**config.mk**
```make
export PLATFORM = sky130hd
export DESIGN_NAME = circular_log_sequence_tracker
export DESIGN_NICKNAME = d
export VERILOG_FILES = /design/src/design/clst_pkg.sv /design/src/design/clst_mem.sv /design/src/design/clst_newer.sv /design/src/design/clst_seq.sv /design/src/design/circular_log_sequence_tracker.sv
export VERILOG_INCLUDE_DIRS = /design/src /design/src/design
export SDC_FILE = /design/constraint.sdc
export NUM_CORES = 2
export LEC_CHECK = 0
export BUFFER_PORTS_ARGS = -buffer_cell sky130_fd_sc_hd__buf_2
export CAP_MARGIN = 30
export CORE_ASPECT_RATIO = 2
export CORE_MARGIN = 2
export CORE_UTILIZATION = 40
export DETAILED_ROUTE_END_ITERATION = 8
export PLACE_DENSITY = 0.56
export SETUP_SLACK_MARGIN = 0.1
export SYNTH_ARGS = -nofsm -noshare
export SYNTH_HDL_FRONTEND = slang
export SYNTH_HIERARCHICAL = 1
export SYNTH_SLANG_ARGS = --single-unit
```
**constraint.sdc**
```tcl
create_clock -name clock -period 9.7 [get_ports clock]
set_clock_uncertainty 0.1 [all_clocks]
set_input_delay 1.94 -clock clock [delete_from_list [all_inputs] [get_ports clock]]
set_output_delay 1.94 -clock clock [all_outputs]
set_load 0.02 [all_outputs]
```
**src/design/circular_log_sequence_tracker_macros.svh**
```systemverilog
// ----------------------------------------------------------------------------
// Assertion macros for the circular log sequence tracker
// Concurrent checks that compile away when NO_ASSERTIONS is set.
// ----------------------------------------------------------------------------
`ifndef CIRCULAR_LOG_SEQUENCE_TRACKER_MACROS_SVH
`define CIRCULAR_LOG_SEQUENCE_TRACKER_MACROS_SVH

`ifndef NO_ASSERTIONS

// same-cycle implication
`define CLST_ASSERT_IMPL(label, clk, rst, ante, cons) \
   label: assert property (@(posedge clk) disable iff (rst) (ante) |-> (cons)) \
      else $error("clst check failed");

// next-cycle implication
`define CLST_ASSERT_NEXT(label, clk, rst, ante, cons) \
   label: assert property (@(posedge clk) disable iff (rst) (ante) |=> (cons)) \
      else $error("clst check failed");

`else

`define CLST_ASSERT_IMPL(label, clk, rst, ante, cons)

`define CLST_ASSERT_NEXT(label, clk, rst, ante, cons)

`endif

`endif

```
**src/design/clst_pkg.sv**
```systemverilog
// ----------------------------------------------------------------------------
// clst_pkg
// Shared types and constants of the circular log sequence tracker.
// ----------------------------------------------------------------------------
package clst_pkg;

   localparam int SEQ_W  = 16;
   localparam int SLOT_W = 8;
   localparam int FUNC_W = 3;
   localparam int IDX_W  = 7;
   localparam int CSR_W  = 8;

   localparam logic [SEQ_W-1:0] SEQ_ALL_ONES = 16'hFFFF;
   localparam logic [SEQ_W-1:0] SEQ_ONE      = 16'h0001;
   localparam logic [CSR_W-1:0] CSR_RESET    = 8'd128;

   typedef enum logic [FUNC_W-1:0] {
      FUNC_APPEND     = 3'd0,
      FUNC_BR_NEXT    = 3'd1,
      FUNC_BR_PREV    = 3'd2,
      FUNC_FIND       = 3'd3,
      FUNC_WIPE       = 3'd4,
      FUNC_LOAD_SLOT  = 3'd5,
      FUNC_LOAD_EPOCH = 3'd6
   } func_type;

   typedef enum logic [3:0] {
      ST_CLEAR,
      ST_IDLE,
      ST_LOC_RD,
      ST_LOC_DATA,
      ST_SCAN,
      ST_APPEND_WR,
      ST_BR_A_RD,
      ST_BR_A_DATA,
      ST_BR_B_RD,
      ST_BR_B_DATA,
      ST_WIPE,
      ST_LOAD,
      ST_RESP
   } state_type;

   typedef struct packed {
      logic [SLOT_W-1:0]  current_slot;
      logic [SEQ_W-1:0]   current_seq;
      logic [2*SEQ_W-1:0] log_number;
      logic               moved;
      logic [SLOT_W-1:0]  latest_slot;
      logic [SEQ_W-1:0]   stored_epoch;
      logic               epoch_bumped;
   } rsp_type;

endpackage

```
**src/design/clst_mem.sv**
```systemverilog
// ----------------------------------------------------------------------------
// clst_mem
// Slot sequence store: one write port, one read port with registered data.
// ----------------------------------------------------------------------------
module clst_mem import clst_pkg::*; #(
   parameter int DEPTH = 128,
   localparam int AW = $clog2(DEPTH)
) (
   input  logic             clock,
   input  logic             we,
   input  logic [AW-1:0]    waddr,
   input  logic [SEQ_W-1:0] wdata,
   input  logic [AW-1:0]    raddr,
   output logic [SEQ_W-1:0] rdata
);

   logic [SEQ_W-1:0] mem_ff [DEPTH];
   logic [SEQ_W-1:0] rdata_ff;

   always_ff @(posedge clock) begin
      if (we) begin
         mem_ff[waddr] <= wdata;
      end
   end

   always_ff @(posedge clock) begin
      rdata_ff <= mem_ff[raddr];
   end

   assign rdata = rdata_ff;

endmodule

```
**src/design/clst_newer.sv**
```systemverilog
// ----------------------------------------------------------------------------
// clst_newer
// Serial-number compare: a is newer than b when a - b is nonzero and below
// half the sequence space.
// ----------------------------------------------------------------------------
module clst_newer import clst_pkg::*; (
   input  logic [SEQ_W-1:0] a,
   input  logic [SEQ_W-1:0] b,
   output logic             newer
);

   logic [SEQ_W-1:0] diff;

   assign diff  = a - b;
   assign newer = (diff != '0) && !diff[SEQ_W-1];

endmodule

```
**src/design/clst_seq.sv**
```systemverilog
// ----------------------------------------------------------------------------
// clst_seq
// Sequencer and state of the tracker: walks the slot store through its read
// port and reuses one serial-number compare for scans and browse steps.
// ----------------------------------------------------------------------------
`include "circular_log_sequence_tracker_macros.svh"

module clst_seq import clst_pkg::*; #(
   parameter int MAX_SLOTS = 128,
   localparam int AW = $clog2(MAX_SLOTS),
   localparam int CW = $clog2(MAX_SLOTS + 1)
) (
   input  logic              clock,
   input  logic              reset,
   input  logic [CSR_W-1:0]  slots_in_use,
   input  logic              req_valid,
   output logic              req_ready,
   input  logic [FUNC_W-1:0] req_func,
   input  logic [IDX_W-1:0]  req_slot_index,
   input  logic [SEQ_W-1:0]  req_seq_value,
   input  logic              rsp_free,
   output logic              done,
   output rsp_type           result
);

   state_type        state_ff, state_in;
   func_type         func_ff, func_in;
   logic [IDX_W-1:0] idx_ff, idx_in;
   logic [SEQ_W-1:0] val_ff, val_in;

   logic             sel_valid_ff, sel_valid_in;
   logic [AW-1:0]    sel_idx_ff, sel_idx_in;
   logic             nw_valid_ff, nw_valid_in;
   logic [AW-1:0]    nw_idx_ff, nw_idx_in;
   logic [SEQ_W-1:0] wrap_ff, wrap_in;
   logic [SEQ_W-1:0] view_ff, view_in;
   logic [SEQ_W-1:0] cur_ff, cur_in;
   logic             moved_ff, moved_in;
   logic             bumped_ff, bumped_in;

   logic [CW-1:0]    scan_i_ff, scan_i_in;
   logic             chk_valid_ff, chk_valid_in;
   logic [AW-1:0]    chk_idx_ff, chk_idx_in;
   logic             best_valid_ff, best_valid_in;
   logic [AW-1:0]    best_idx_ff, best_idx_in;
   logic [SEQ_W-1:0] best_seq_ff, best_seq_in;
   logic [AW-1:0]    tgt_ff, tgt_in;
   logic [AW-1:0]    clr_ff, clr_in;

   logic             mem_we;
   logic [AW-1:0]    mem_waddr;
   logic [SEQ_W-1:0] mem_wdata;
   logic [AW-1:0]    mem_raddr;
   logic [SEQ_W-1:0] mem_rdata;

   logic [SEQ_W-1:0] cmp_a, cmp_b;
   logic             cmp_newer;

   logic [31:0]      csr_wide;
   logic [CW-1:0]    n_val;
   logic [CW-1:0]    sel_plus;
   logic [AW-1:0]    step_next_idx;
   logic [AW-1:0]    step_prev_idx;
   logic             clr_last;
   logic             scan_issue;
   logic             scan_done;
   logic             idx_ok;
   logic             cur_wraps;
   logic [SEQ_W-1:0] append_seq;
   logic [AW-1:0]    append_idx;

   clst_mem #(.DEPTH(MAX_SLOTS)) u_mem (
      .clock (clock),
      .we    (mem_we),
      .waddr (mem_waddr),
      .wdata (mem_wdata),
      .raddr (mem_raddr),
      .rdata (mem_rdata)
   );

   clst_newer u_newer (
      .a     (cmp_a),
      .b     (cmp_b),
      .newer (cmp_newer)
   );

   // effective ring size, limited to 1..MAX_SLOTS
   assign csr_wide = 32'(slots_in_use);
   assign n_val = (slots_in_use == '0) ? CW'(1) :
                  (csr_wide > 32'(MAX_SLOTS)) ? CW'(MAX_SLOTS) : CW'(csr_wide);

   assign sel_plus      = CW'(sel_idx_ff) + CW'(1);
   assign step_next_idx = (sel_plus >= n_val) ? '0 : AW'(sel_plus);
   assign step_prev_idx = (sel_idx_ff == '0 || CW'(sel_idx_ff) > n_val) ?
                          AW'(n_val - CW'(1)) : sel_idx_ff - AW'(1);

   assign clr_last   = (clr_ff == AW'(MAX_SLOTS - 1));
   assign scan_issue = (scan_i_ff < n_val);
   assign scan_done  = !scan_issue && !chk_valid_ff;
   assign idx_ok     = (32'(idx_ff) < 32'(MAX_SLOTS));

   assign cur_wraps  = (cur_ff == SEQ_ALL_ONES);
   assign append_seq = cur_wraps ? SEQ_ONE : cur_ff + SEQ_ONE;
   assign append_idx = sel_valid_ff ? step_next_idx : '0;

   // browse compares (target vs. origin); otherwise the scan candidate vs. best
   always_comb begin
      if (state_ff == ST_BR_B_DATA && func_ff == FUNC_BR_PREV) begin
         cmp_a = cur_ff;
         cmp_b = mem_rdata;
      end else if (state_ff == ST_BR_B_DATA) begin
         cmp_a = mem_rdata;
         cmp_b = cur_ff;
      end else begin
         cmp_a = mem_rdata;
         cmp_b = best_seq_ff;
      end
   end

   always_comb begin
      state_in = state_ff;
      case (state_ff)
         ST_CLEAR: begin
            if (clr_last) state_in = ST_IDLE;
         end
         ST_IDLE: begin
            if (req_valid) begin
               case (func_type'(req_func))
                  FUNC_APPEND, FUNC_FIND: begin
                     state_in = nw_valid_ff ? ST_LOC_RD : ST_SCAN;
                  end
                  FUNC_BR_NEXT, FUNC_BR_PREV: begin
                     state_in = sel_valid_ff ? ST_BR_B_RD : ST_BR_A_RD;
                  end
                  FUNC_WIPE:                       state_in = ST_WIPE;
                  FUNC_LOAD_SLOT, FUNC_LOAD_EPOCH: state_in = ST_LOAD;
                  default:                         state_in = ST_RESP;
               endcase
            end
         end
         ST_LOC_RD:   state_in = ST_LOC_DATA;
         ST_LOC_DATA: state_in = (func_ff == FUNC_APPEND) ? ST_APPEND_WR : ST_RESP;
         ST_SCAN: begin
            if (scan_done) state_in = (func_ff == FUNC_APPEND) ? ST_APPEND_WR : ST_RESP;
         end
         ST_APPEND_WR: state_in = ST_RESP;
         ST_BR_A_RD:   state_in = ST_BR_A_DATA;
         ST_BR_A_DATA: state_in = (func_ff == FUNC_BR_NEXT) ? ST_RESP : ST_BR_B_RD;
         ST_BR_B_RD:   state_in = ST_BR_B_DATA;
         ST_BR_B_DATA: state_in = ST_RESP;
         ST_WIPE: begin
            if (clr_last) state_in = ST_RESP;
         end
         ST_LOAD: state_in = ST_RESP;
         ST_RESP: begin
            if (rsp_free) state_in = ST_IDLE;
         end
         default: state_in = ST_IDLE;
      endcase
   end

   always_comb begin
      func_in       = func_ff;
      idx_in        = idx_ff;
      val_in        = val_ff;
      sel_valid_in  = sel_valid_ff;
      sel_idx_in    = sel_idx_ff;
      nw_valid_in   = nw_valid_ff;
      nw_idx_in     = nw_idx_ff;
      wrap_in       = wrap_ff;
      view_in       = view_ff;
      cur_in        = cur_ff;
      moved_in      = moved_ff;
      bumped_in     = bumped_ff;
      scan_i_in     = scan_i_ff;
      chk_valid_in  = chk_valid_ff;
      chk_idx_in    = chk_idx_ff;
      best_valid_in = best_valid_ff;
      best_idx_in   = best_idx_ff;
      best_seq_in   = best_seq_ff;
      tgt_in        = tgt_ff;
      clr_in        = clr_ff;
      mem_we        = 1'b0;
      mem_waddr     = '0;
      mem_wdata     = '0;
      mem_raddr     = '0;

      case (state_ff)
         ST_CLEAR: begin
            mem_we    = 1'b1;
            mem_waddr = clr_ff;
            clr_in    = clr_ff + AW'(1);
         end
         ST_IDLE: begin
            if (req_valid) begin
               func_in       = func_type'(req_func);
               idx_in        = req_slot_index;
               val_in        = req_seq_value;
               moved_in      = 1'b0;
               bumped_in     = 1'b0;
               scan_i_in     = '0;
               chk_valid_in  = 1'b0;
               best_valid_in = 1'b0;
               best_seq_in   = '0;
               clr_in        = '0;
            end
         end
         ST_LOC_RD: begin
            mem_raddr = nw_idx_ff;
         end
         ST_LOC_DATA: begin
            sel_valid_in = 1'b1;
            sel_idx_in   = nw_idx_ff;
            cur_in       = mem_rdata;
            view_in      = wrap_ff;
         end
         ST_SCAN: begin
            // one read issued per cycle, checked in the cycle after
            if (scan_issue) begin
               mem_raddr = AW'(scan_i_ff);
               scan_i_in = scan_i_ff + CW'(1);
            end
            chk_valid_in = scan_issue;
            chk_idx_in   = AW'(scan_i_ff);
            if (chk_valid_ff && mem_rdata != '0 && (!best_valid_ff || cmp_newer)) begin
               best_valid_in = 1'b1;
               best_idx_in   = chk_idx_ff;
               best_seq_in   = mem_rdata;
            end
            if (scan_done) begin
               sel_valid_in = best_valid_ff;
               sel_idx_in   = best_idx_ff;
               nw_valid_in  = best_valid_ff;
               nw_idx_in    = best_idx_ff;
               cur_in       = best_seq_ff;
               view_in      = wrap_ff;
            end
         end
         ST_APPEND_WR: begin
            if (cur_wraps) begin
               wrap_in   = wrap_ff + SEQ_ONE;
               view_in   = wrap_ff + SEQ_ONE;
               bumped_in = 1'b1;
            end
            mem_we       = 1'b1;
            mem_waddr    = append_idx;
            mem_wdata    = append_seq;
            sel_valid_in = 1'b1;
            sel_idx_in   = append_idx;
            nw_valid_in  = 1'b1;
            nw_idx_in    = append_idx;
            cur_in       = append_seq;
         end
         ST_BR_A_RD: begin
            mem_raddr = '0;
         end
         ST_BR_A_DATA: begin
            // nothing selected: origin is slot 0
            sel_valid_in = 1'b1;
            sel_idx_in   = '0;
            cur_in       = mem_rdata;
            moved_in     = (func_ff == FUNC_BR_NEXT);
         end
         ST_BR_B_RD: begin
            tgt_in    = (func_ff == FUNC_BR_NEXT) ? step_next_idx : step_prev_idx;
            mem_raddr = tgt_in;
         end
         ST_BR_B_DATA: begin
            if (mem_rdata != '0 && cmp_newer) begin
               moved_in   = 1'b1;
               sel_idx_in = tgt_ff;
               cur_in     = mem_rdata;
               if (func_ff == FUNC_BR_NEXT && cur_ff == SEQ_ALL_ONES && mem_rdata == SEQ_ONE)
               begin
                  view_in = view_ff + SEQ_ONE;
               end
               if (func_ff == FUNC_BR_PREV && cur_ff == SEQ_ONE && mem_rdata == SEQ_ALL_ONES)
               begin
                  view_in = view_ff - SEQ_ONE;
               end
            end
         end
         ST_WIPE: begin
            mem_we       = 1'b1;
            mem_waddr    = clr_ff;
            clr_in       = clr_ff + AW'(1);
            sel_valid_in = 1'b0;
            nw_valid_in  = 1'b0;
            wrap_in      = '0;
            view_in      = '0;
            cur_in       = '0;
         end
         ST_LOAD: begin
            if (func_ff == FUNC_LOAD_SLOT && idx_ok) begin
               mem_we      = 1'b1;
               mem_waddr   = AW'(idx_ff);
               mem_wdata   = val_ff;
               nw_valid_in = 1'b0;
               if (sel_valid_ff && 32'(sel_idx_ff) == 32'(idx_ff)) cur_in = val_ff;
            end
            if (func_ff == FUNC_LOAD_EPOCH) begin
               wrap_in = val_ff;
               view_in = val_ff;
            end
         end
         default: begin
         end
      endcase
   end

   always_ff @(posedge clock) begin
      if (reset) begin
         state_ff     <= ST_CLEAR;
         clr_ff       <= '0;
         sel_valid_ff <= 1'b0;
         nw_valid_ff  <= 1'b0;
         wrap_ff      <= '0;
         view_ff      <= '0;
         cur_ff       <= '0;
         moved_ff     <= 1'b0;
         bumped_ff    <= 1'b0;
         chk_valid_ff <= 1'b0;
      end else begin
         state_ff     <= state_in;
         clr_ff       <= clr_in;
         sel_valid_ff <= sel_valid_in;
         nw_valid_ff  <= nw_valid_in;
         wrap_ff      <= wrap_in;
         view_ff      <= view_in;
         cur_ff       <= cur_in;
         moved_ff     <= moved_in;
         bumped_ff    <= bumped_in;
         chk_valid_ff <= chk_valid_in;
      end
   end

   always_ff @(posedge clock) begin
      func_ff       <= func_in;
      idx_ff        <= idx_in;
      val_ff        <= val_in;
      sel_idx_ff    <= sel_idx_in;
      nw_idx_ff     <= nw_idx_in;
      scan_i_ff     <= scan_i_in;
      chk_idx_ff    <= chk_idx_in;
      best_valid_ff <= best_valid_in;
      best_idx_ff   <= best_idx_in;
      best_seq_ff   <= best_seq_in;
      tgt_ff        <= tgt_in;
   end

   assign req_ready = (state_ff == ST_IDLE);
   assign done      = (state_ff == ST_RESP);

   always_comb begin
      result.current_slot = sel_valid_ff ? SLOT_W'(sel_idx_ff) : '1;
      result.current_seq  = cur_ff;
      result.log_number   = {view_ff, cur_ff};
      result.moved        = moved_ff;
      result.latest_slot  = nw_valid_ff ? SLOT_W'(nw_idx_ff) : '1;
      result.stored_epoch = wrap_ff;
      result.epoch_bumped = bumped_ff;
   end

   `CLST_ASSERT_NEXT(a_append_sets_newest, clock, reset, state_ff == ST_APPEND_WR, nw_valid_ff && sel_valid_ff && nw_idx_ff == sel_idx_ff)
   `CLST_ASSERT_IMPL(a_no_sel_zero_seq, clock, reset, !sel_valid_ff, cur_ff == '0)
   `CLST_ASSERT_IMPL(a_write_states, clock, reset, mem_we, state_ff == ST_APPEND_WR || state_ff == ST_LOAD || state_ff == ST_CLEAR || state_ff == ST_WIPE)
   `CLST_ASSERT_IMPL(a_scan_in_ring, clock, reset, chk_valid_ff, CW'(chk_idx_ff) < n_val)

endmodule

```
**src/design/circular_log_sequence_tracker.sv**
```systemverilog
// ----------------------------------------------------------------------------
// circular_log_sequence_tracker
// Ring of log slots with wrap-aware sequence numbers, append, browse, find
// latest, wipe and preload.
//
//   port group  dir  transfer when         carries
//   csr_*       in   csr_valid & ready     slots_in_use
//   req_*       in   req_valid & ready     func, slot_index, seq_value
//   rsp_*       out  rsp_valid & ready     status of the selected slot, epochs
//
// One item at a time through the slot store's single read port; a result
// register holds the last status so the next item can be taken meanwhile.
// req_ready stays low while an item is busy. Append and find latest read the
// newest slot when it is known, else scan the ring in use one slot per cycle;
// browse reads at most slot 0 and the target slot; wipe clears every slot.
// A full, stalled result register holds the sequencer in its response state.
// After reset the store is cleared, one slot per cycle, before req_ready
// rises; csr writes are taken at any time.
// ----------------------------------------------------------------------------
module circular_log_sequence_tracker import clst_pkg::*; #(
   parameter int MAX_SLOTS = 128
) (
   input  logic                     clock,
   input  logic                     reset,
   input  logic                     csr_valid,
   output logic                     csr_ready,
   input  logic [CSR_W-1:0]         csr_slots_in_use,
   input  logic                     req_valid,
   output logic                     req_ready,
   input  logic [FUNC_W-1:0]        req_func,
   input  logic [IDX_W-1:0]         req_slot_index,
   input  logic [SEQ_W-1:0]         req_seq_value,
   output logic                     rsp_valid,
   input  logic                     rsp_ready,
   output logic signed [SLOT_W-1:0] rsp_current_slot,
   output logic [SEQ_W-1:0]         rsp_current_seq,
   output logic [2*SEQ_W-1:0]       rsp_log_number,
   output logic                     rsp_moved,
   output logic signed [SLOT_W-1:0] rsp_latest_slot,
   output logic [SEQ_W-1:0]         rsp_stored_epoch,
   output logic                     rsp_epoch_bumped
);

   logic [CSR_W-1:0] csr_ff, csr_in;
   logic             rsp_valid_ff, rsp_valid_in;
   rsp_type          rsp_data_ff, rsp_data_in;
   logic             rsp_free;
   logic             seq_done;
   rsp_type          seq_result;

   clst_seq #(.MAX_SLOTS(MAX_SLOTS)) u_seq (
      .clock          (clock),
      .reset          (reset),
      .slots_in_use   (csr_ff),
      .req_valid      (req_valid),
      .req_ready      (req_ready),
      .req_func       (req_func),
      .req_slot_index (req_slot_index),
      .req_seq_value  (req_seq_value),
      .rsp_free       (rsp_free),
      .done           (seq_done),
      .result         (seq_result)
   );

   assign csr_ready = 1'b1;
   assign csr_in    = (csr_valid && csr_ready) ? csr_slots_in_use : csr_ff;

   // result register frees up in the same cycle it is taken
   assign rsp_free     = !rsp_valid_ff || rsp_ready;
   assign rsp_valid_in = (seq_done && rsp_free) ? 1'b1 :
                         (rsp_ready ? 1'b0 : rsp_valid_ff);
   assign rsp_data_in  = (seq_done && rsp_free) ? seq_result : rsp_data_ff;

   always_ff @(posedge clock) begin
      if (reset) begin
         csr_ff       <= CSR_RESET;
         rsp_valid_ff <= 1'b0;
      end else begin
         csr_ff       <= csr_in;
         rsp_valid_ff <= rsp_valid_in;
      end
   end

   always_ff @(posedge clock) begin
      rsp_data_ff <= rsp_data_in;
   end

   assign rsp_valid        = rsp_valid_ff;
   assign rsp_current_slot = $signed(rsp_data_ff.current_slot);
   assign rsp_current_seq  = rsp_data_ff.current_seq;
   assign rsp_log_number   = rsp_data_ff.log_number;
   assign rsp_moved        = rsp_data_ff.moved;
   assign rsp_latest_slot  = $signed(rsp_data_ff.latest_slot);
   assign rsp_stored_epoch = rsp_data_ff.stored_epoch;
   assign rsp_epoch_bumped = rsp_data_ff.epoch_bumped;

endmodule

```
# Word level (Yosys, flattened, before mapping)
# Memory sizes are Yosys's and may differ from the RTL's. A register that Yosys moved wholly into a read port is not among the register bits.
# Cells that the tools add are included.
dict set report totals {
  regBits 241
  n_memories 1
  word_cells 223
  in_bits 39
  mem_bits_rw 2048
  out_inout_bits 85
}
dict set report classes {
  n_lt_le_gt_ge 4
  n_mux 72
  n_eq_ne 41
  n_addsub 10
  reduce_logical 63
}
# name depth word_bits read_ports rd_clocked_by_memory_dff write_ports line
set mem_list {}
lappend mem_list {u_seq.u_mem.mem_ff 128 16 1 1 1 clst_mem.sv:17} ;# logic [SEQ_W-1:0] mem_ff [DEPTH];
# cell n
set op_table {}
lappend op_table {{16-bit 2-to-1 mux} 17}
lappend op_table {{16-bit case mux with 6 select lines} 2}
lappend op_table {{16-bit case mux with 2 select lines} 2}
lappend op_table {{7-bit 2-to-1 mux} 9}
lappend op_table {{16-bit by 1-bit adder with 16-bit output, second input constant} 3}
lappend op_table {{8-bit 2-to-1 mux} 6}
lappend op_table {{16-bit case mux with 3 select lines} 1}
lappend op_table {{4-bit case mux with 11 select lines} 1}
lappend op_table {{7-bit case mux with 3 select lines} 2}
lappend op_table {{7-bit case mux with 5 select lines} 1}
lappend op_table {{16-bit by 1-bit equality test with 1-bit output, second input constant} 2}
lappend op_table {{16-bit equality test, second input constant} 2}
lappend op_table {{16-bit nonzero test} 2}
lappend op_table {{4-bit 2-to-1 mux} 7}
lappend op_table {{7-bit case mux with 2 select lines} 2}
lappend op_table {{3-bit AND reduction} 7}
lappend op_table {{4-bit equality test, second input constant} 5}
lappend op_table {{2-bit by 1-bit != test with 1-bit output, second input constant} 9}
lappend op_table {{4-bit by 3-bit equality test with 1-bit output, second input constant} 4}
lappend op_table {{4-bit case mux with 4 select lines} 1}
lappend op_table {{8-bit case mux with 2 select lines} 1}
lappend op_table {{16-bit by 1-bit subtractor with 16-bit output, second input constant} 1}
lappend op_table {{16-bit subtractor} 1}
lappend op_table {{3-bit equality test, second input constant} 5}
lappend op_table {{38 further kinds} 97}

# Depth between registers and ports, before layout
dict set report logic_depth {
  depth_word 10
  mapped_depth 25
  ltp_nobuf 21
}

# Modules after synthesis
# The synthesis kept the hierarchy.
# module seq_area_each_um2 area_each_um2 cells_each n_inst
set modules_own_cells {}
lappend modules_own_cells {clst_mem 61819.3 78522.8 3086 1}
lappend modules_own_cells {clst_seq 3863.7 10485.1 1212 1}
lappend modules_own_cells {circular_log_sequence_tracker 2642.5 2805.2 115 1}
lappend modules_own_cells {clst_newer 0.0 939.7 136 1}

# Worst setup path before layout
# OpenSTA, ideal clock, no wires.
dict set report synth_path {
  kind {reg-to-reg}
  startpoint {register u_seq.state_ff[1]}
  endpoint {memory u_seq.u_mem.mem_ff[0][14] (data pin)}
  synth_period_minus_slack_ns 7.931
  setup_ns 1.197
  t_arrival_ns 6.634
  path_buffers 3
  setup_slack_ns 1.769
  path_stages_with_launch 8
  t_required_ns 8.403
  cell_sequence {dfxtp_1 -> clkbuf_1 -> nand2_1 -> nor2_1 -> clkbuf_1 -> buf_1 -> nand2_1 -> o21ai_0}
}
dict set report synth_between {
  elab_chain_len 2
  elab_cells_between_ends 3
  classes_between {eq/ne: 2; mux: 1}
}
# item line
set synth_lines {}
lappend synth_lines {{start, declared} clst_seq.sv:26} ;# state_type state_ff, state_in;
lappend synth_lines {{start signal, assigned} clst_seq.sv:324} ;# state_ff <= state_in;
lappend synth_lines {{4-bit equality test or 4-bit by 3-bit equality test with 1-bit output (tied branches)} clst_seq.sv:188} ;# case (state_ff)
lappend synth_lines {{16-bit case mux with 2 select lines *} clst_seq.sv:188}
lappend synth_lines {{via u_seq.mem_wdata[14]} clst_seq.sv:52} ;# logic [SEQ_W-1:0] mem_wdata;
lappend synth_lines {{end, declared} clst_mem.sv:17}
# The timed path passes the listed nets; every way through them passes the cells marked *.

# Final worst setup path
dict set report layout_path {
  startpoint {register u_seq.state_ff[0]}
  endpoint {register u_seq.sel_idx_ff[5], enable pin}
}
dict set report layout_between {
  elab_chain_len 9
  elab_cells_between_ends 18
  classes_between {add/sub: 1; eq/ne: 7; mux: 3; reduce/logical: 7}
}
# item line
set layout_lines {}
lappend layout_lines {{4-bit equality test *} clst_seq.sv:108} ;# if (state_ff == ST_BR_B_DATA && func_ff == FUNC_BR_PREV) begin
lappend layout_lines {{1-bit logical AND *} clst_seq.sv:108}
lappend layout_lines {{16-bit 2-to-1 mux *} clst_seq.sv:108}
lappend layout_lines {{via u_seq.cmp_a[2]} clst_seq.sv:56} ;# logic [SEQ_W-1:0] cmp_a, cmp_b;
lappend layout_lines {{16-bit subtractor *} clst_newer.sv:14} ;# assign diff = a - b;
lappend layout_lines {{16-bit nonzero test or 1-bit logical NOT (tied branches)} clst_newer.sv:15} ;# assign newer = (diff != '0) && !diff[SEQ_W-1];
lappend layout_lines {{1-bit logical AND *} clst_newer.sv:15}
lappend layout_lines {{via u_seq.cmp_newer} clst_seq.sv:57} ;# logic cmp_newer;
lappend layout_lines {{1-bit logical AND *} clst_seq.sv:269} ;# if (mem_rdata != '0 && cmp_newer) begin
lappend layout_lines {{2-bit != test (no line) *} -}
lappend layout_lines {{3-bit AND reduction (no line) *} -}
lappend layout_lines {{end signal, assigned} clst_seq.sv:341} ;# sel_idx_ff <= sel_idx_in;
lappend layout_lines {{end, declared} clst_seq.sv:32} ;# logic [AW-1:0] sel_idx_ff, sel_idx_in;
# Marks and branches as above.
# A chain may end at the register's enable or synchronous reset.

==> results.py <==
metrics = {
    "final_layout": {
        "finish.net_count": 4951,
        "final_area_um2": 105400,
        "areaGrowthSynthToFinish_pct": 13.67,
        "fillCellCount": 19330,
        "multi_input_comb_area_um2": 23410,
        "layout.cells.non_filler": 8047,
        "seqCellArea_um2": 68330,
        "drive_above_1_share_pct": 29.06,
    },
    "worst_setup_path": {
        "critPathMaxFanout": 24,
        "timing.reg2reg.setup_slack_ps": 2510,
        "timing.critical_path.to_type": "flip-flop",
        "critPathRequiredTime_ps": 10050,
        "timing.rr.end": "u_seq/sel_idx_ff[5]",
        "rr_startpoint": "u_seq/state_ff[0]",
        "worstPathArrival_ps": 7540,
        "worst_setup_path_category": "reg2reg",
        "reg2regPathDepth": 16,
        "timing.critical_path.from_type": "flip-flop",
    },
    "routing": {
        "vias_post_dr": 47140,
        "drtPass1Iterations": 6,
        "wirelength_mm": 256.0,
        "average_via_count_per_standard_cell": 5.858,
        "drt-wirelength-per-cell_um": 31.81,
        "drt-initial-drc-count": 5369,
        "detail-route-antenna-nets": 0,
        "drc": 0,
    },
    "synthesis": {
        "post_synth.cell_area_avg_um2": 20.39,
        "synth.net_count": 4649,
        "synth.yosys.warnings": 6,
        "syn_area_um2": 92750,
        "post_synth_num_cell_types": 89,
        "postSynth.topFlopCell": "sky130_fd_sc_hd__edfxtp_1",
        "post_synth_inst_count": 4549,
        "yosysSeqAreaShare_pct": 73.66,
        "synth_enable_flop_cells": 2216,
        "ys_seq_elements": 2305,
        "share_of_synthesized_registers_carrying_an_async_set_or_reset_pct": 0,
    },
    "pwr": {
        "power_report.internal_total_w": 0.01839,
        "seqPwrFrac_pct": 44.2,
        "p_clk_share_pct": 32.3,
        "switching_share_pct": 29.25,
        "power.ir.vdd_worst_uv": 161.1,
        "share_comb_of_total_power_pct": 23.5,
        "total_leakage_power_nw": 28.78,
        "cellPowerDensity_nw_per_um2": 246.6,
        "power.net_switching_w": 0.007606,
        "p_total_w": 0.02600,
    },
    "placed_design": {
        "placed_area_um2": 98330,
        "dp_hpwl_mm": 156.0,
        "place_congestion": 0.8695,
        "port-buffer-count": 122,
        "place_inst": 7654,
    },
    "clock_network": {
        "cts.repair.resized": 0,
        "cts.htree.levels": 4,
        "tritoncts": "done",
        "clock_buffer_count_from_cts": 209,
        "cts_sinks": 2305,
        "clock_path_buffers": 4,
        "cts.repair_timing.setup_buffer_count": 0,
        "worst_setup_hold_path_clk_slew_ps": 70,
        "insertion_delay_to_the_later_sink_of_the_worst_skew_pair_ps": 870,
        "cts-root-buf": "sky130_fd_sc_hd__clkbuf_16",
        "cts_hold_buf": 0,
    },
    "global_route": {
        "grt_antenna_before_repair": 19,
        "grt_start_max_net_pins": 113,
        "grt.overflow.total": 0,
        "track_usage_pct": 21.64,
        "first_global_vias": 47560,
        "grt_pass1_wl_mm": 361.4,
    },
    "sta": {
        "grt_setup_unrepaired": "no",
        "timing_max_transition_violations_final": 0,
        "layout_worst_path_cycle_share_pct": 74.14,
        "setup_tns_ps": 0,
        "relSlewSlack_pct": 28.98,
        "fmax_mhz": 139.0,
        "finalCriticalPeriod_ps": 7192,
        "timing.final.hold_violations": 0,
        "setup_viol": 0,
        "worst_pin_slew_ps": 1052,
    },
    "hold_path": {
        "hold_depth": 0,
        "hold_start": "u_seq/chk_idx_ff[3]",
        "worst_hold_path.endpoint": "u_seq/best_idx_ff[3]",
        "hold_path_class": "reg2reg",
    },
    "die": {
        "die_y_um": 685,
        "boundaryPins": 124,
        "std_cell_core_area_um2": 231200,
        "initial_utilization_pct": 40.13,
        "die_w_um": 344.5,
        "placementRows": 250,
        "die-area_um2": 236000,
    },
    "outcome": {
        "outcome": "finished, final reports clean",
    },
    "job": {
        "timing.max_cap.violations": 0,
    },
}
per-layer routing:
metal	global-route usage, %	share of wire [%]	vias up
met5	0	0.018	-
met4	7.839	4.0	8
met3	3.041	6.8	398
met2	34.97	49	1832
met1	29.96	41	25410
li1	-	-	19490
cell families (layout without fill, tap and decap cells):
logic type      Yosys count  count (layout)  synth area share [%]
compound gates          394             394                 2.950
xor+xnor                 58              58                0.5477
fa+ha+maj                61              61                0.8391
buf+inv                 313             778                 1.472
flops                  2305            2305                 73.66
mux                     736             736                 17.05
other cells               1              10              0.004043
simple gates            681             681                 3.474
worst max-delay path, stage by stage (launching register included):
cell and delay [ps]:
sky130_fd_sc_hd__dfxtp_1 890, sky130_fd_sc_hd__nand2b_1 320, sky130_fd_sc_hd__nor2_2 330, sky130_fd_sc_hd__nand2_1 540, sky130_fd_sc_hd__mux2_2 480, sky130_fd_sc_hd__ha_1 350, sky130_fd_sc_hd__o21ai_0 240, sky130_fd_sc_hd__a211oi_1 120
sky130_fd_sc_hd__or3_1 410, sky130_fd_sc_hd__a2111oi_0 440, sky130_fd_sc_hd__o21ai_0 190, sky130_fd_sc_hd__xnor2_1 150, sky130_fd_sc_hd__a21oi_1 640, sky130_fd_sc_hd__o21ai_0 290, sky130_fd_sc_hd__a21boi_0 340, sky130_fd_sc_hd__nand2b_1 170
sky130_fd_sc_hd__nor2_1 780
final cells by class:
class                   count  area share [%]
diodes                      9         0.02136
clock buffers             250           5.204
clock inverters           124           1.276
inverters                  45          0.1602
multi-input cells        1931           22.21
flip-flops and latches   2305           64.81
well taps                3024           3.589
repair buffers            359           2.739
worst max-delay path by stage:
| stage | startpoint | endpoint | slack, ps | cells after the start |
|---|---|---|---|---|
| after floorplan | u_seq/state_ff[1] | u_seq/u_mem/mem_ff[0][14] | 1770 | 7 |
| after global placement | u_seq/state_ff[1] | u_seq/u_mem/rdata[11] | 2330 | 11 |
| after detailed placement | u_seq/state_ff[0] | u_seq/sel_idx_ff[5] | 2650 | 16 |
| after CTS | u_seq/state_ff[0] | u_seq/sel_idx_ff[3] | 2640 | 16 |
| after global routing | u_seq/state_ff[3] | u_seq/sel_idx_ff[3] | 2100 | 16 |
| final | u_seq/state_ff[0] | u_seq/sel_idx_ff[5] | 2510 | 16 |
power groups by stage:
stage / clock [W] / sequential [W] / combinational [W]
CTS: 0.00857 / 0.0115 / 0.00619
detailed placement: 0 / 0.0117 / 0.00616
global placement: 0 / 0.0117 / 0.00609
finish: 0.00840 / 0.0115 / 0.00612
global route: 0.00891 / 0.0115 / 0.00645
floorplan: 0 / 0.0114 / 0.00401
registers in the layout (all words and copies together), names as in the netlist, 3 cells and up:
name and cells:
u_seq/u_mem/mem_ff 2048, rsp_log_number 32, rsp_current_seq 16, rsp_stored_epoch 16, u_seq/best_seq_ff 16, u_seq/cur_ff 16, u_seq/u_mem/rdata 16, u_seq/val_ff 16
u_seq/view_ff 16, u_seq/wrap_ff 16, csr_ff 8, rsp_current_slot 8, rsp_latest_slot 8, u_seq/scan_i_ff 8, u_seq/best_idx_ff 7, u_seq/chk_idx_ff 7
u_seq/clr_ff 7, u_seq/idx_ff 7, u_seq/nw_idx_ff 7, u_seq/sel_idx_ff 7, u_seq/tgt_ff 7, u_seq/state_ff 4, u_seq/func_ff 3
through the flow:
step / hold WS [ps] / utilization [%] / worst slack (ps)
5_1_grt: 330.9 / 45.60 / 2101
2_1_floorplan: 300.3 / - / 1769
3_5_place_dp: 305.6 / 42.54 / 2650
6_report: 320.4 / 45.61 / 2508
4_1_cts: 320.3 / 45.49 / 2640
3_3_place_gp: 309.9 / 42.45 / 2326
layout by cell type (no fill, tap or decap), types with 30 or more instances in the layout:
| cell | n |
|---|---|
| sky130_fd_sc_hd__edfxtp_1 | 2216 |
| sky130_fd_sc_hd__mux4_2 | 672 |
| sky130_fd_sc_hd__nor2_1 | 253 |
| sky130_fd_sc_hd__clkbuf_16 | 211 |
| sky130_fd_sc_hd__buf_4 | 203 |
| sky130_fd_sc_hd__nand2_1 | 147 |
| sky130_fd_sc_hd__buf_2 | 122 |
| sky130_fd_sc_hd__dfxtp_1 | 89 |
| sky130_fd_sc_hd__o21ai_0 | 88 |
| sky130_fd_sc_hd__a21oi_1 | 73 |
| sky130_fd_sc_hd__ha_1 | 59 |
| sky130_fd_sc_hd__inv_1 | 44 |
| sky130_fd_sc_hd__nand3_1 | 43 |
| sky130_fd_sc_hd__clkinv_2 | 40 |
| sky130_fd_sc_hd__clkinv_1 | 36 |
| sky130_fd_sc_hd__nor3_1 | 36 |
| sky130_fd_sc_hd__mux2i_1 | 33 |
| sky130_fd_sc_hd__clkbuf_1 | 33 |
| sky130_fd_sc_hd__and3_1 | 31 |
| sky130_fd_sc_hd__mux2_2 | 31 |
| sky130_fd_sc_hd__xnor2_1 | 30 |
| sky130_fd_sc_hd__a22oi_1 | 30 |
Yosys cell counts, types with 25 or more instances:
cell type	instances	share of area, %
sky130_fd_sc_hd__edfxtp_1	2216	72
sky130_fd_sc_hd__mux4_2	672	16
sky130_fd_sc_hd__nor2_1	263	1.1
sky130_fd_sc_hd__nand2_1	148	0.60
sky130_fd_sc_hd__clkbuf_1	144	0.58
sky130_fd_sc_hd__o21ai_0	94	0.51
sky130_fd_sc_hd__dfxtp_1	89	1.9
sky130_fd_sc_hd__a21oi_1	73	0.39
sky130_fd_sc_hd__buf_2	64	0.35
sky130_fd_sc_hd__ha_1	59	0.80
sky130_fd_sc_hd__nor3_1	47	0.25
sky130_fd_sc_hd__inv_1	44	0.18
sky130_fd_sc_hd__nand3_1	43	0.23
sky130_fd_sc_hd__buf_1	34	0.14
sky130_fd_sc_hd__mux2i_1	33	0.36
sky130_fd_sc_hd__and3_1	31	0.21
sky130_fd_sc_hd__mux2_2	31	0.38
sky130_fd_sc_hd__a22oi_1	30	0.24
sky130_fd_sc_hd__xnor2_1	30	0.28
sky130_fd_sc_hd__nand2b_1	28	0.19
sky130_fd_sc_hd__xor2_1	28	0.26
sky130_fd_sc_hd__nor2b_1	25	0.17
(Power assumes the default switching activity.)
